--- config.mk ---
export PLATFORM = sky130hd
export DESIGN_NAME = gamepad_input_conditioner
export DESIGN_NICKNAME = d
export VERILOG_FILES = /design/src/hw/rtl/gic_pkg.sv /design/src/hw/rtl/gic_cfg_regs.sv /design/src/hw/rtl/gic_state.sv /design/src/hw/rtl/gic_core.sv /design/src/hw/rtl/gamepad_input_conditioner.sv
export VERILOG_INCLUDE_DIRS = /design/src /design/src/hw/rtl
export SDC_FILE = /design/constraint.sdc
export NUM_CORES = 1
export LEC_CHECK = 0
export ABC_AREA = 1
export BUFFER_PORTS_ARGS = -buffer_cell sky130_fd_sc_hd__buf_2
export CORE_ASPECT_RATIO = 0.7
export CORE_MARGIN = 2
export CORE_UTILIZATION = 61
export DETAILED_ROUTE_END_ITERATION = 7
export GPL_TIMING_DRIVEN = 0
export PLACE_DENSITY_LB_ADDON = 0.1
export REMOVE_ABC_BUFFERS = 1
export SETUP_SLACK_MARGIN = 0.05
export SKIP_LAST_GASP = 1
export SLEW_MARGIN = 20
export SYNTH_ARGS = -nofsm -noshare
export SYNTH_HDL_FRONTEND = slang
export SYNTH_HIERARCHICAL = 1
export SYNTH_SLANG_ARGS = --single-unit
--- constraint.sdc ---
create_clock -name clk_i -period 9.55 [get_ports clk_i]
set_clock_uncertainty 0.2 [all_clocks]
set_input_delay 1.91 -clock clk_i [delete_from_list [all_inputs] [get_ports clk_i]]
set_output_delay 1.91 -clock clk_i [all_outputs]
set_load 0.02 [all_outputs]
--- src/hw/rtl/gamepad_input_conditioner_defines.svh ---
// Assertion helpers shared by the RTL
`ifndef GAMEPAD_INPUT_CONDITIONER_DEFINES_SVH
`define GAMEPAD_INPUT_CONDITIONER_DEFINES_SVH

// Concurrent check on clk_i, off while rst_ni is low
`define GIC_ASSERT(label, prop, msg) \
  label: assert property (@(posedge clk_i) disable iff (!rst_ni) (prop)) else $error(msg);

// Condition that must never be true
`define GIC_ASSERT_NEVER(label, cond, msg) \
  `GIC_ASSERT(label, !(cond), msg)

`endif

--- src/hw/rtl/gic_pkg.sv ---
package gic_pkg;

  // Field widths
  localparam int unsigned PAD_COUNT  = 4;
  localparam int unsigned PAD_W      = 2;
  localparam int unsigned AXIS_W     = 16;
  localparam int unsigned BTN_W      = 16;
  localparam int unsigned PULL_W     = 8;
  localparam int unsigned COORD_W    = 16;
  localparam int unsigned DZ_W       = 15;
  localparam int unsigned TFLAG_W    = 6;
  localparam int unsigned CFG_IDX_W  = 3;
  localparam int unsigned CFG_DATA_W = 16;

  // Right stick deflection per cursor pixel
  localparam int unsigned CURSOR_DIV = 10000;

  // Register reset values
  localparam logic              DZ_EN_RST   = 1'b1;
  localparam logic [DZ_W-1:0]   DZ_RST      = 15'd7849;
  localparam logic [PULL_W-1:0] TRIG_TH_RST = 8'd30;
  localparam logic [COORD_W-1:0] SCR_W_RST  = 16'd1920;
  localparam logic [COORD_W-1:0] SCR_H_RST  = 16'd1080;

  // Register indexes
  typedef enum logic [CFG_IDX_W-1:0] {
    CFG_DZ_EN   = 3'd0,
    CFG_DZ      = 3'd1,
    CFG_TRIG_TH = 3'd2,
    CFG_SCR_W   = 3'd3,
    CFG_SCR_H   = 3'd4
  } cfg_reg_e;

  typedef struct packed {
    logic                dz_en;
    logic [DZ_W-1:0]     dz;
    logic [PULL_W-1:0]   trig_th;
    logic [COORD_W-1:0]  scr_w;
    logic [COORD_W-1:0]  scr_h;
  } cfg_t;

  // Per-controller state entry
  typedef struct packed {
    logic [COORD_W-1:0] cur_x;
    logic [COORD_W-1:0] cur_y;
    logic [BTN_W-1:0]   buttons;
    logic [PULL_W-1:0]  left_pull;
    logic [PULL_W-1:0]  right_pull;
  } pad_state_t;

  typedef struct packed {
    logic [PAD_W-1:0]         pad;
    logic                     connected;
    logic signed [AXIS_W-1:0] lx;
    logic signed [AXIS_W-1:0] ly;
    logic signed [AXIS_W-1:0] rx;
    logic signed [AXIS_W-1:0] ry;
    logic [BTN_W-1:0]         buttons;
    logic [PULL_W-1:0]        lp;
    logic [PULL_W-1:0]        rp;
  } sample_t;

  typedef struct packed {
    logic [PAD_W-1:0]         pad_id;
    logic                     link_up;
    logic signed [AXIS_W-1:0] clx;
    logic signed [AXIS_W-1:0] cly;
    logic signed [AXIS_W-1:0] crx;
    logic signed [AXIS_W-1:0] cry;
    logic [COORD_W-1:0]       cur_x;
    logic [COORD_W-1:0]       cur_y;
    logic [BTN_W-1:0]         down;
    logic [BTN_W-1:0]         pressed;
    logic [BTN_W-1:0]         released;
    logic [TFLAG_W-1:0]       tflags;
  } result_t;

  // State write request
  typedef struct packed {
    logic             en;
    logic [PAD_W-1:0] pad;
    pad_state_t       data;
  } state_wr_t;

endpackage

--- src/hw/rtl/gic_cfg_regs.sv ---
module gic_cfg_regs (
  input  logic                             clk_i,
  input  logic                             rst_ni,
  input  logic                             cfg_valid_i,
  input  logic [gic_pkg::CFG_IDX_W-1:0]    cfg_index_i,
  input  logic [gic_pkg::CFG_DATA_W-1:0]   cfg_data_i,
  output gic_pkg::cfg_t                    cfg_o
);

  gic_pkg::cfg_t cfg_q, cfg_d;

  // Register decode
  always_comb begin
    cfg_d = cfg_q;
    if (cfg_valid_i) begin
      unique case (gic_pkg::cfg_reg_e'(cfg_index_i))
        gic_pkg::CFG_DZ_EN:   cfg_d.dz_en   = cfg_data_i[0];
        gic_pkg::CFG_DZ:      cfg_d.dz      = cfg_data_i[gic_pkg::DZ_W-1:0];
        gic_pkg::CFG_TRIG_TH: cfg_d.trig_th = cfg_data_i[gic_pkg::PULL_W-1:0];
        gic_pkg::CFG_SCR_W:   cfg_d.scr_w   = cfg_data_i[gic_pkg::COORD_W-1:0];
        gic_pkg::CFG_SCR_H:   cfg_d.scr_h   = cfg_data_i[gic_pkg::COORD_W-1:0];
        default:              cfg_d         = cfg_q;
      endcase
    end
  end

  always_ff @(posedge clk_i or negedge rst_ni) begin
    if (!rst_ni) begin
      cfg_q.dz_en   <= gic_pkg::DZ_EN_RST;
      cfg_q.dz      <= gic_pkg::DZ_RST;
      cfg_q.trig_th <= gic_pkg::TRIG_TH_RST;
      cfg_q.scr_w   <= gic_pkg::SCR_W_RST;
      cfg_q.scr_h   <= gic_pkg::SCR_H_RST;
    end else begin
      cfg_q <= cfg_d;
    end
  end

  assign cfg_o = cfg_q;

endmodule

--- src/hw/rtl/gic_state.sv ---
module gic_state (
  input  logic                         clk_i,
  input  logic                         rst_ni,
  input  logic [gic_pkg::PAD_W-1:0]    rd_pad_i,
  output gic_pkg::pad_state_t          rd_state_o,
  input  gic_pkg::state_wr_t           wr_i
);

  gic_pkg::pad_state_t st_q [gic_pkg::PAD_COUNT];

  // Per-controller entries, cleared at reset
  always_ff @(posedge clk_i or negedge rst_ni) begin
    if (!rst_ni) begin
      for (int i = 0; i < gic_pkg::PAD_COUNT; i++) begin
        st_q[i] <= '0;
      end
    end else if (wr_i.en) begin
      st_q[wr_i.pad] <= wr_i.data;
    end
  end

  assign rd_state_o = st_q[rd_pad_i];

endmodule

--- src/hw/rtl/gic_core.sv ---
module gic_core (
  input  gic_pkg::sample_t     smp_i,
  input  gic_pkg::cfg_t        cfg_i,
  input  gic_pkg::pad_state_t  cur_i,
  output gic_pkg::result_t     res_o,
  output gic_pkg::pad_state_t  nxt_o,
  output logic                 upd_o
);

  localparam int unsigned AW = gic_pkg::AXIS_W;
  localparam int unsigned CW = gic_pkg::COORD_W;

  // Zero an axis strictly inside the dead zone
  function automatic logic signed [AW-1:0] apply_dz(input logic signed [AW-1:0] v,
                                                     input gic_pkg::cfg_t c);
    logic signed [AW:0] v_ext;
    logic signed [AW:0] dz_ext;
    v_ext  = (AW+1)'(v);
    dz_ext = $signed({2'b00, c.dz});
    if (c.dz_en && (v_ext < dz_ext) && (v_ext > -dz_ext)) begin
      return '0;
    end
    return v;
  endfunction

  // Axis divided by the cursor divisor, truncated toward zero (-3..3)
  function automatic logic signed [2:0] cursor_step(input logic signed [AW-1:0] v);
    logic signed [AW:0] v_ext;
    logic [AW:0]        mag;
    logic [1:0]         q;
    v_ext = (AW+1)'(v);
    mag   = v_ext[AW] ? $unsigned(-v_ext) : $unsigned(v_ext);
    if (mag >= (AW+1)'(3 * gic_pkg::CURSOR_DIV)) begin
      q = 2'd3;
    end else if (mag >= (AW+1)'(2 * gic_pkg::CURSOR_DIV)) begin
      q = 2'd2;
    end else if (mag >= (AW+1)'(gic_pkg::CURSOR_DIV)) begin
      q = 2'd1;
    end else begin
      q = 2'd0;
    end
    return v_ext[AW] ? -$signed({1'b0, q}) : $signed({1'b0, q});
  endfunction

  // Clamp a moved coordinate to 0..limit
  function automatic logic [CW-1:0] clamp_coord(input logic signed [CW+1:0] n,
                                                input logic [CW-1:0] limit);
    if (n[CW+1]) begin
      return '0;
    end
    if ($unsigned(n[CW:0]) > {1'b0, limit}) begin
      return limit;
    end
    return n[CW-1:0];
  endfunction

  // Down, pressed, released against a strict threshold
  function automatic logic [2:0] trig_bits(input logic [gic_pkg::PULL_W-1:0] now,
                                           input logic [gic_pkg::PULL_W-1:0] last,
                                           input logic [gic_pkg::PULL_W-1:0] th);
    logic [2:0] f;
    f[0] = now > th;
    f[1] = (now > th) && (last < th);
    f[2] = (now < th) && (last > th);
    return f;
  endfunction

  logic                  in_range;
  logic signed [AW-1:0]  lx, ly, rx, ry;
  logic signed [CW+1:0]  nx, ny;
  logic [CW-1:0]         cx, cy;
  logic [2:0]            lt, rt;

  assign in_range = 32'(smp_i.pad) < gic_pkg::PAD_COUNT;

  assign lx = apply_dz(smp_i.lx, cfg_i);
  assign ly = apply_dz(smp_i.ly, cfg_i);
  assign rx = apply_dz(smp_i.rx, cfg_i);
  assign ry = apply_dz(smp_i.ry, cfg_i);

  // Cursor move: x follows the stick, y is inverted
  assign nx = $signed({2'b00, cur_i.cur_x}) + (CW+2)'(cursor_step(rx));
  assign ny = $signed({2'b00, cur_i.cur_y}) - (CW+2)'(cursor_step(ry));
  assign cx = clamp_coord(nx, cfg_i.scr_w);
  assign cy = clamp_coord(ny, cfg_i.scr_h);

  assign lt = trig_bits(smp_i.lp, cur_i.left_pull, cfg_i.trig_th);
  assign rt = trig_bits(smp_i.rp, cur_i.right_pull, cfg_i.trig_th);

  assign upd_o            = in_range && smp_i.connected;
  assign nxt_o.cur_x      = cx;
  assign nxt_o.cur_y      = cy;
  assign nxt_o.buttons    = smp_i.buttons;
  assign nxt_o.left_pull  = smp_i.lp;
  assign nxt_o.right_pull = smp_i.rp;

  // Result: full when live, cursor only when disconnected, pad id only out of range
  always_comb begin
    res_o        = '0;
    res_o.pad_id = smp_i.pad;
    if (in_range) begin
      res_o.link_up = smp_i.connected;
      if (smp_i.connected) begin
        res_o.clx      = lx;
        res_o.cly      = ly;
        res_o.crx      = rx;
        res_o.cry      = ry;
        res_o.cur_x    = cx;
        res_o.cur_y    = cy;
        res_o.down     = smp_i.buttons;
        res_o.pressed  = ~cur_i.buttons & smp_i.buttons;
        res_o.released = cur_i.buttons & ~smp_i.buttons;
        res_o.tflags   = {rt, lt};
      end else begin
        res_o.cur_x = cur_i.cur_x;
        res_o.cur_y = cur_i.cur_y;
      end
    end
  end

endmodule

--- src/hw/rtl/gamepad_input_conditioner.sv ---
// Gamepad input conditioner.
// Input channel (in_valid_i / in_ready_o) takes one poll sample per item:
// controller number, connected flag, four thumb axes, buttons and triggers.
// Output channel (out_valid_o / out_ready_i) gives one result per item:
// dead-zoned axes, the controller's clamped cursor, button masks and
// trigger flags. Configuration writes go on cfg_valid_i / cfg_index_i /
// cfg_data_i; cfg_ready_o is always high. Write only while the block is idle.
// A sample accepted into the input register moves into the output register
// as soon as that one is free or being read, and out_valid_o then rises.
// Throughput is one item per cycle while the receiver does not stall, set
// by the single read-modify-write of the per-controller state between the
// two registers. When the receiver stalls, the result holds and one more
// item waits in the input register; in_ready_o drops only when both are full.
// Reset clears both valid flags, every cursor, the last buttons and trigger
// values of each controller, and loads the register defaults.
`include "gamepad_input_conditioner_defines.svh"

module gamepad_input_conditioner (
  input  logic                                 clk_i,
  input  logic                                 rst_ni,
  // configuration
  input  logic                                 cfg_valid_i,
  output logic                                 cfg_ready_o,
  input  logic [gic_pkg::CFG_IDX_W-1:0]        cfg_index_i,
  input  logic [gic_pkg::CFG_DATA_W-1:0]       cfg_data_i,
  // sample in
  input  logic                                 in_valid_i,
  output logic                                 in_ready_o,
  input  logic [gic_pkg::PAD_W-1:0]            pad_index_i,
  input  logic                                 connected_i,
  input  logic signed [gic_pkg::AXIS_W-1:0]    left_x_i,
  input  logic signed [gic_pkg::AXIS_W-1:0]    left_y_i,
  input  logic signed [gic_pkg::AXIS_W-1:0]    right_x_i,
  input  logic signed [gic_pkg::AXIS_W-1:0]    right_y_i,
  input  logic [gic_pkg::BTN_W-1:0]            button_word_i,
  input  logic [gic_pkg::PULL_W-1:0]           left_pull_i,
  input  logic [gic_pkg::PULL_W-1:0]           right_pull_i,
  // result out
  output logic                                 out_valid_o,
  input  logic                                 out_ready_i,
  output logic [gic_pkg::PAD_W-1:0]            pad_id_o,
  output logic                                 link_up_o,
  output logic signed [gic_pkg::AXIS_W-1:0]    clean_left_x_o,
  output logic signed [gic_pkg::AXIS_W-1:0]    clean_left_y_o,
  output logic signed [gic_pkg::AXIS_W-1:0]    clean_right_x_o,
  output logic signed [gic_pkg::AXIS_W-1:0]    clean_right_y_o,
  output logic [gic_pkg::COORD_W-1:0]          cursor_x_o,
  output logic [gic_pkg::COORD_W-1:0]          cursor_y_o,
  output logic [gic_pkg::BTN_W-1:0]            buttons_down_o,
  output logic [gic_pkg::BTN_W-1:0]            buttons_pressed_o,
  output logic [gic_pkg::BTN_W-1:0]            buttons_released_o,
  output logic [gic_pkg::TFLAG_W-1:0]          trigger_flags_o
);

  gic_pkg::cfg_t        cfg;
  gic_pkg::sample_t     smp_q;
  gic_pkg::result_t     res, res_q;
  gic_pkg::pad_state_t  cur, nxt;
  gic_pkg::state_wr_t   st_wr;
  logic                 upd;
  logic                 in_vld_q, in_vld_d;
  logic                 out_vld_q, out_vld_d;
  logic                 adv, in_acc;

  assign cfg_ready_o = 1'b1;

  gic_cfg_regs u_cfg (
    .clk_i       (clk_i),
    .rst_ni      (rst_ni),
    .cfg_valid_i (cfg_valid_i),
    .cfg_index_i (cfg_index_i),
    .cfg_data_i  (cfg_data_i),
    .cfg_o       (cfg)
  );

  // Handshake: item moves to the result register when that one is free
  assign adv        = in_vld_q && (!out_vld_q || out_ready_i);
  assign in_ready_o = !in_vld_q || adv;
  assign in_acc     = in_valid_i && in_ready_o;

  always_comb begin
    in_vld_d = in_vld_q;
    if (in_acc) begin
      in_vld_d = 1'b1;
    end else if (adv) begin
      in_vld_d = 1'b0;
    end
    out_vld_d = out_vld_q;
    if (adv) begin
      out_vld_d = 1'b1;
    end else if (out_ready_i) begin
      out_vld_d = 1'b0;
    end
  end

  always_ff @(posedge clk_i or negedge rst_ni) begin
    if (!rst_ni) begin
      in_vld_q  <= 1'b0;
      out_vld_q <= 1'b0;
    end else begin
      in_vld_q  <= in_vld_d;
      out_vld_q <= out_vld_d;
    end
  end

  // Input register
  always_ff @(posedge clk_i) begin
    if (in_acc) begin
      smp_q.pad       <= pad_index_i;
      smp_q.connected <= connected_i;
      smp_q.lx        <= left_x_i;
      smp_q.ly        <= left_y_i;
      smp_q.rx        <= right_x_i;
      smp_q.ry        <= right_y_i;
      smp_q.buttons   <= button_word_i;
      smp_q.lp        <= left_pull_i;
      smp_q.rp        <= right_pull_i;
    end
  end

  gic_state u_state (
    .clk_i      (clk_i),
    .rst_ni     (rst_ni),
    .rd_pad_i   (smp_q.pad),
    .rd_state_o (cur),
    .wr_i       (st_wr)
  );

  gic_core u_core (
    .smp_i (smp_q),
    .cfg_i (cfg),
    .cur_i (cur),
    .res_o (res),
    .nxt_o (nxt),
    .upd_o (upd)
  );

  // State commits when the item moves on
  assign st_wr.en   = adv && upd;
  assign st_wr.pad  = smp_q.pad;
  assign st_wr.data = nxt;

  // Result register
  always_ff @(posedge clk_i) begin
    if (adv) begin
      res_q <= res;
    end
  end

  assign out_valid_o        = out_vld_q;
  assign pad_id_o           = res_q.pad_id;
  assign link_up_o          = res_q.link_up;
  assign clean_left_x_o     = res_q.clx;
  assign clean_left_y_o     = res_q.cly;
  assign clean_right_x_o    = res_q.crx;
  assign clean_right_y_o    = res_q.cry;
  assign cursor_x_o         = res_q.cur_x;
  assign cursor_y_o         = res_q.cur_y;
  assign buttons_down_o     = res_q.down;
  assign buttons_pressed_o  = res_q.pressed;
  assign buttons_released_o = res_q.released;
  assign trigger_flags_o    = res_q.tflags;

  // Checks
  `GIC_ASSERT(a_disc_quiet, out_vld_q && !res_q.link_up |-> (res_q.down == '0) && (res_q.tflags == '0), "disconnected result carries flags")
  `GIC_ASSERT_NEVER(a_press_rel, out_vld_q && ((res_q.pressed & res_q.released) != '0), "button both pressed and released")
  `GIC_ASSERT_NEVER(a_press_down, out_vld_q && ((res_q.pressed & ~res_q.down) != '0), "pressed bit not down")
  `GIC_ASSERT_NEVER(a_trig_edge, out_vld_q && ((res_q.tflags[1] && !res_q.tflags[0]) || (res_q.tflags[4] && !res_q.tflags[3]) || (res_q.tflags[2] && res_q.tflags[0]) || (res_q.tflags[5] && res_q.tflags[3])), "trigger edge disagrees with level")
  `GIC_ASSERT(a_no_stall_drop, in_vld_q && out_vld_q && !out_ready_i |=> in_vld_q && out_vld_q, "item dropped under stall")

endmodule

==> out/results.md, run 1 <==
| Parameter | This run | Unit |
|:---|:---|:---|
| Average cell area after synthesis | 8.07 | sq um |
| H-tree lvl count | 2 | - |
| Die Y-Extent | 199 | um |
| Internal | 5910 | uW |
| Number of warning messages in the yosys log | 6 | - |
| FF-to-FF path depth | 54 | - |
| Critical path start-end classification | reg -> reg | - |
| Number of standard cells in the final layout excluding fillers | 5095 | - |
| Hold Buf Count CTS | 0 | - |
| Cell with the biggest individual delay on the critical path | dfstp_2 | - |
| Horizontal die dimension | 282 | um |
| Launch point of the worst reg-to-reg path | u_cfg/cfg_o[40] | - |
| Count of different cell masters after synthesis | 56 | - |
| Class of the tightest hold or removal check | reg -> reg | - |
| Dominant synthesized flop cell | dfrtp_1 | - |
| Number of enable flip-flop cells after synthesis | 252 | - |
| Input/output buffers | 277 | - |
| Critical-path maximum fanout | 14 | - |
| Longest Clk Path Bufs | 3 | - |
| Clock Sinks | 566 | - |
| Required time reported for the critical path endpoint | 9730 | ps |
| Switch share | 40.4 | % |
| Endpoint, Worst Hold | u_cfg/cfg_o[3] | - |
| Length of the first detailed-routing pass in iterations | 6 | - |
| Post-route DRC | 0 | - |
| Switching power | 4010 | uW |
| Worst reg2reg setup slack | 450 | ps |
| Cell count after synthesis | 4098 | - |
| Initial drt markers | 3034 | - |
| Highest cell delay on the worst timing path | 640 | ps |
| Final Util | 71.3 | % |
| HPWL after detailed placement | 60200 | um |
| Clock tree from TritonCTS | yes | - |
| CP endpoint kind | flip-flop | - |
| Starting utilization of the core area | 61.7 | % |
| Pin count of the biggest net entering global routing | 89 | - |
| CP arrival | 9280 | ps |
| Final max-slew violation count | 0 | - |
| Portion of total power attributed to sequential cells | 35.2 | % |
| Mapped Area | 33100 | sq um |
| Total vias in the final route | 28200 | - |
| Fraction of final layout cells sized beyond drive strength 1 | 15.0 | % |
| Number of failing setup endpoints in the final timing report | 0 | - |
| Worst-path clk slew | 70 | ps |
| Sequential share of the synthesized area | 46.7 | % |
| Number of global-route vias before repair | 26100 | - |
| Routability Congestion | 0.986 | - |
| Max-capacitance violation count | 0 | - |
| Startpoint class of the critical path | flip-flop | - |
| Count of state elements after synthesis | 566 | - |
| Comb power frac | 41.6 | % |
| HP Start | u_cfg/cfg_o[3] | - |
| Routed wire per std cell | 17.6 | um |
| Actual slew at the worst max-slew pin | 964 | ps |
| Total number of placement rows | 71 | - |
| Final-layout fill cell count | 4282 | - |
| Nets@finish | 4655 | - |
| Largest register by flop count | u_state/st_q | - |
| Maximum clock frequency | 110 | MHz |
| Leak pwr | 0.0197 | uW |
| Number of top-level pins | 279 | - |
| Critical path launch point | u_cfg/cfg_o[40] | - |
| Global-route total usage across every layer | 31.9 | % |
| Hold Fails Final Rpt | 0 | - |
| Cell Pwr Density | 259 | nW/um^2 |
| Most used cell along the critical path | nand2_1 | - |
| DP Area | 35300 | sq um |
| Fraction of synthesis flops using an asynchronous set or reset pin | 55.5 | % |
| Post-route antenna net violation count | 0 | - |
| Finished Cell Area | 38200 | sq um |
| Area added between synthesis and finish | 15.6 | % |
| Overall overflow remaining after global route | 0 | - |
| Normalized max-slew margin | 35.7 | % |
| Clk network pwr share | 23.2 | % |
| Hold Crit Depth | 2 | - |
| Area of the placeable core | 53700 | sq um |
| Minimum clock period after layout | 9100 | ps |
| Initial antenna violation count | 8 | - |
| Number of flip-flops in the largest register | 256 | - |
| Number of CTS-inserted buffers | 56 | - |
| Detailed-route wire length | 89800 | um |
| Insertion delay of the later-clocked pin in the worst-skew pair | 630 | ps |
| Total die area | 56100 | sq um |
| Final clock period utilization by the worst path | 95.3 | % |
| Mean number of vias per cell | 5.53 | - |
| Clock tree root buffer cell | clkbuf_16 | - |
| Peak supply drop | 0.181 | mV |
| Global-route wire length before repair | 141000 | um |
| Cell Count Post-Placement | 4941 | - |
| Result of the run | complete, no violations | - |
| Endpoint of the lowest-slack register-to-register path | cursor_x_o[2] | - |
[cell type report]
class                   count  area (sq um)  area share [%]
clock inverters            27           297           0.775
flip-flops and latches    566         15500            40.4
multi-input cells        2707         14900            38.8
clock buffers              79          1600            4.19
well taps                 730           913            2.39
repair buffers            361          2740            7.16
inverters                 617          2370            6.19
diodes                      8          20.0          0.0524
[through the flow]
step	hold slack, ps	TNS, ps	total power, uW	worst slack, ps
2_1_floorplan	242	-233930	6120	-1480
3_3_place_gp	253	-2283100	7050	-8780
3_5_place_dp	258	-185350	7160	-1690
4_1_cts	269	0	9580	96.6
5_1_grt	286	-1290	10700	-85.5
6_report	268	0	9920	446
[routing by layer]
metal  global-route usage [%]  wire length (um)
met1                     46.7             39700
met2                     48.9             40100
met3                     6.23              8150
met4                     8.15              1820
met5                        0                13
[cell usage in the layout (no fill, tap or decap), types with 8 or more instances in the layout]
master     count
clkbuf_16     59
inv_2         11
buf_16        21
dfstp_2       21
nor2_4        10
nor3_4        13
buf_8         20
buf_12        10
nand2_2       29
xor2_2        10
o21bai_1      11
nand2_4        9
a21oi_1      112
buf_2        276
clkinv_2      10
diode_2        8
nand4_1      156
inv_1        593
nand3b_1      12
buf_4         32
nor2_2        21
edfxtp_1     252
xor2_1        27
ha_1         213
dfrtp_1      292
o21ai_0       54
nand3_4        9
nor2_1       177
o211ai_1      14
nor3_1        18
nand3_2        8
clkbuf_1      12
o41ai_1       12
o21ai_2        9
nand3_1      329
nand2_1     1294
o21ai_1       86
[Yosys cell counts, types with 2 or more instances]
cell type,number,share of area [%]
buf_4,52,1.2
buf_1,4,0.045
xnor2_1,2,0.053
nor2_1,194,2.2
xor2_1,36,0.95
inv_2,12,0.14
a211oi_1,2,0.045
fa_1,2,0.12
nand3_2,9,0.27
buf_2,127,1.9
nand2_2,19,0.36
inv_1,604,6.9
clkbuf_1,22,0.25
o31ai_1,6,0.14
nand4_1,156,2.9
o21bai_1,11,0.25
dfrtp_1,293,22
nor4_1,6,0.11
and2_1,2,0.038
xor2_2,3,0.15
a31oi_1,4,0.076
nor3_1,33,0.50
a21boi_0,3,0.068
ha_1,221,8.4
nand2_1,1311,15
o21ai_1,82,1.2
buf_6,7,0.24
o211ai_1,14,0.32
nor2_4,5,0.17
o21a_1,5,0.11
edfxtp_1,252,23
o21ai_0,69,1.0
nand2_4,2,0.068
o31ai_2,2,0.076
a21o_1,7,0.16
a21oi_1,116,1.8
o41ai_1,12,0.32
nand3b_1,12,0.27
nor2_2,9,0.17
nand3_1,334,5.1
dfstp_2,21,1.7
[repair_timing]
action                                  CTS  global route
hold endpoints to repair                  0             0
pin swaps                                 6            39
gates resized for setup                  34           133
endpoints found under the setup margin  160           160
cloned                                    4             1
buffers inserted                          9            26
[kinds of logic (layout without fill, tap and decap cells)]
group	Yosys count	after routing	share of synthesized area, %
compound gates	341	341	5.82
xor+xnor	41	41	1.15
fa+ha+maj	223	223	8.48
buf+inv	829	1084	10.6
flops	566	566	46.7
other cells	1	9	0.0113
simple gates	2097	2101	27.2
[power by group through the flow]
stage,logic [uW],clock network (uW),registers (uW)
6_report,4130,2300,3490
2_1_floorplan,2520,0,3600
3_3_place_gp,3490,0,3560
5_1_grt,4670,2440,3560
3_5_place_dp,3640,0,3520
4_1_cts,3760,2340,3480
[worst max-delay path, delay by kind of cell (launching register included)]
family	cells	cell delay, ps
compound gates	13	1850
xor+xnor	2	480
fa+ha+maj	5	1350
buf+inv	6	800
flops	1	640
simple gates	28	3470
[how the worst max path moves through the flow]
stage	to	depth (start not counted)
after global routing	cursor_x_o[10]	58
final	cursor_x_o[2]	54
after global placement	u_state/st_q[126]	28
after floorplan	u_state/st_q[126]	33
after detailed placement	u_state/st_q[63]	55
after CTS	u_state/st_q[126]	57
(Power assumes the default switching activity.)
==> run 2: changes to the inputs <==
Settings changed: CORE_UTILIZATION 61 to 65.
Clock period 9.55 ns to 11.5 ns, I/O delays scaled along.
==> run 2 against run 1 <==
Compared with the run above: count of clock-buffer cells in the layout decreased by 12; worst setup slack improved by 410 ps; non-clock buffer count decreased by 33; largest cell class unchanged.
==> out/results.md, run 2 (synthesized netlist as in run 1, its figures left out) <==
| Parameter | This run | Unit |
|:---|:---|:---|
| Area added between synthesis and finish | 12.2 | % |
| Insertion delay of the later-clocked pin in the worst-skew pair | 610 | ps |
| Clock Sinks | 566 | - |
| Leak pwr | 0.0193 | uW |
| Critical path start-end classification | reg -> reg | - |
| Number of flip-flops in the largest register | 256 | - |
| Maximum clock frequency | 94.0 | MHz |
| Nets@finish | 4616 | - |
| Cell with the biggest individual delay on the critical path | nor3_1 | - |
| Setup ws final | 860 | ps |
| Routability Congestion | 0.951 | - |
| Final-layout fill cell count | 3904 | - |
| Overall overflow remaining after global route | 0 | - |
| Final clock period utilization by the worst path | 92.5 | % |
| Detailed-route wire length | 88500 | um |
| Max-capacitance violation count | 0 | - |
| Input/output buffers | 277 | - |
| HPWL after detailed placement | 60000 | um |
| Area of the placeable core | 50500 | sq um |
| Highest cell delay on the worst timing path | 520 | ps |
| H-tree lvl count | 2 | - |
| Critical-path maximum fanout | 31 | - |
| Worst-path clk slew | 70 | ps |
| Total vias in the final route | 28300 | - |
| Most frequent cells in the layout | nand2_1 (1310), inv_1 (598), nand3_1 (333) | - |
| Total number of placement rows | 69 | - |
| Global-route wire length before repair | 139000 | um |
| Required time reported for the critical path endpoint | 11820 | ps |
| Setup_tns | 0 | ps |
| Final Total Pwr | 7850 | uW |
| Number of top-level pins | 279 | - |
| Result of the run | complete, no violations | - |
| Global-route total usage across every layer | 33.4 | % |
| Post-route DRC | 0 | - |
| Post-Place Worst Slack | 368 | ps |
| RSZ-0062 raised after global routing | false | - |
| Die Y-Extent | 193 | um |
| Number of failing setup endpoints in the final timing report | 0 | - |
| Starting utilization of the core area | 65.5 | % |
| Register Area | 15500 | sq um |
| Cell Pwr Density | 212 | nW/um^2 |
| Startpoint class of the critical path | flip-flop | - |
| Pin count of the biggest net entering global routing | 90 | - |
| Final Util | 73.5 | % |
| Final max-slew violation count | 0 | - |
| Horizontal die dimension | 274 | um |
| Peak supply drop | 0.180 | mV |
| Total die area | 52700 | sq um |
| Mean number of vias per cell | 5.66 | - |
| Post-route antenna net violation count | 0 | - |
| Number of global-route vias before repair | 26000 | - |
| Initial antenna violation count | 14 | - |
| Routed wire per std cell | 17.7 | um |
| Most used cell along the critical path | nand2_1 | - |
| Number of CTS-inserted buffers | 54 | - |
| Length of the first detailed-routing pass in iterations | 8 | - |
| Actual slew at the worst max-slew pin | 1070 | ps |
| Footprint of the multi-input gates | 14200 | sq um |
| Normalized max-slew margin | 28.0 | % |
| Class of the tightest hold or removal check | reg -> reg | - |
| CP arrival | 10960 | ps |
| Hold Buf Count CTS | 0 | - |
| Clock tree root buffer cell | clkbuf_16 | - |
| Largest register by flop count | u_state/st_q | - |
| Clock tree from TritonCTS | yes | - |
| WP buf/inv | 5 | - |
| Longest Clk Path Bufs | 3 | - |
| Hold Fails Final Rpt | 0 | - |
| Most common cell after layout, fill and taps aside | nand2_1 | - |
| Fraction of final layout cells sized beyond drive strength 1 | 11.8 | % |
| CP endpoint kind | flip-flop | - |
| Initial drt markers | 3240 | - |
| Top Family by Delay on Critical Path | simple AND/OR/NAND/NOR gates | - |
| Minimum clock period after layout | 10640 | ps |
| Worst hold margin | 267 | ps |
run 2: changes by cell type in the layout (fill, tap and decap cells not counted), moves of 12 or more:
| cell | delta |
|---|---|
| nor3_1 | +14 |
| nand2_1 | +16 |
| nor2_2 | -12 |
| nor3_4 | -12 |
| buf_4 | -29 |
| nor2_1 | +15 |
| o21ai_0 | +15 |
run 2: worst paths after layout:
| path | start | end | slack, ps | depth (start not counted) |
|---|---|---|---|---|
| worst max-delay path | u_cfg/cfg_o[41] | u_state/st_q[55] | 860 | 55 |
| worst min-delay path | u_cfg/cfg_o[5] | u_cfg/cfg_o[5] | 270 | 2 |
| worst max register to register | u_cfg/cfg_o[41] | u_state/st_q[55] | 860 | 55 |
| worst min register to register | u_cfg/cfg_o[5] | u_cfg/cfg_o[5] | 270 | 2 |
| max in group asynchronous | rst_ni | u_cfg/cfg_o[24] | 8360 | 3 |
| min in group asynchronous | rst_ni | u_state/st_q[10] | 1450 | 1 |
run 2: worst min-delay path, stage by stage (launching register included):
cell and delay, ps:
dfstp_2 370, nand2_1 50, nand2_1 40
run 2: layout make-up:
cell class | count | area share (%)
Antenna cell | 13 | 0.0877
Inverter | 617 | 6.32
Clock inverter | 34 | 0.914
Multi-Input combinational cell | 2703 | 38.2
Tap cell | 674 | 2.27
Clock buffer | 67 | 3.88
Timing Repair Buffer | 328 | 6.65
Sequential cell | 566 | 41.6
run 2: repair_timing:
item                       4_1_cts  5_1_grt
setup endpoints to repair        0      127
hold endpoints to repair         0        0
buffers inserted                 0        3
resized for setup                0        6
run 2: where the power goes:
group	switching, uW	internal, uW	total, uW
logic	2060	1050	3120
registers	279	2630	2910
clock network	799	1030	1830
total	3140	4710	7850
run 2: metal layers:
layer  wire length (um)  GRT usage, %  vias up
met5                  0             0        -
met4               1900          9.06        0
met3               8240          5.67      127
met2              39300          51.0     1256
met1              39100          49.4    13300
li1                   -             -    13600
run 2: through the flow:
step	cell area [sq um]	cells
2_1_floorplan	31900	3886
3_3_place_gp	34100	4837
3_5_place_dp	35200	4885
4_1_cts	37000	4986
5_1_grt	37100	5002
6_report	37100	5002
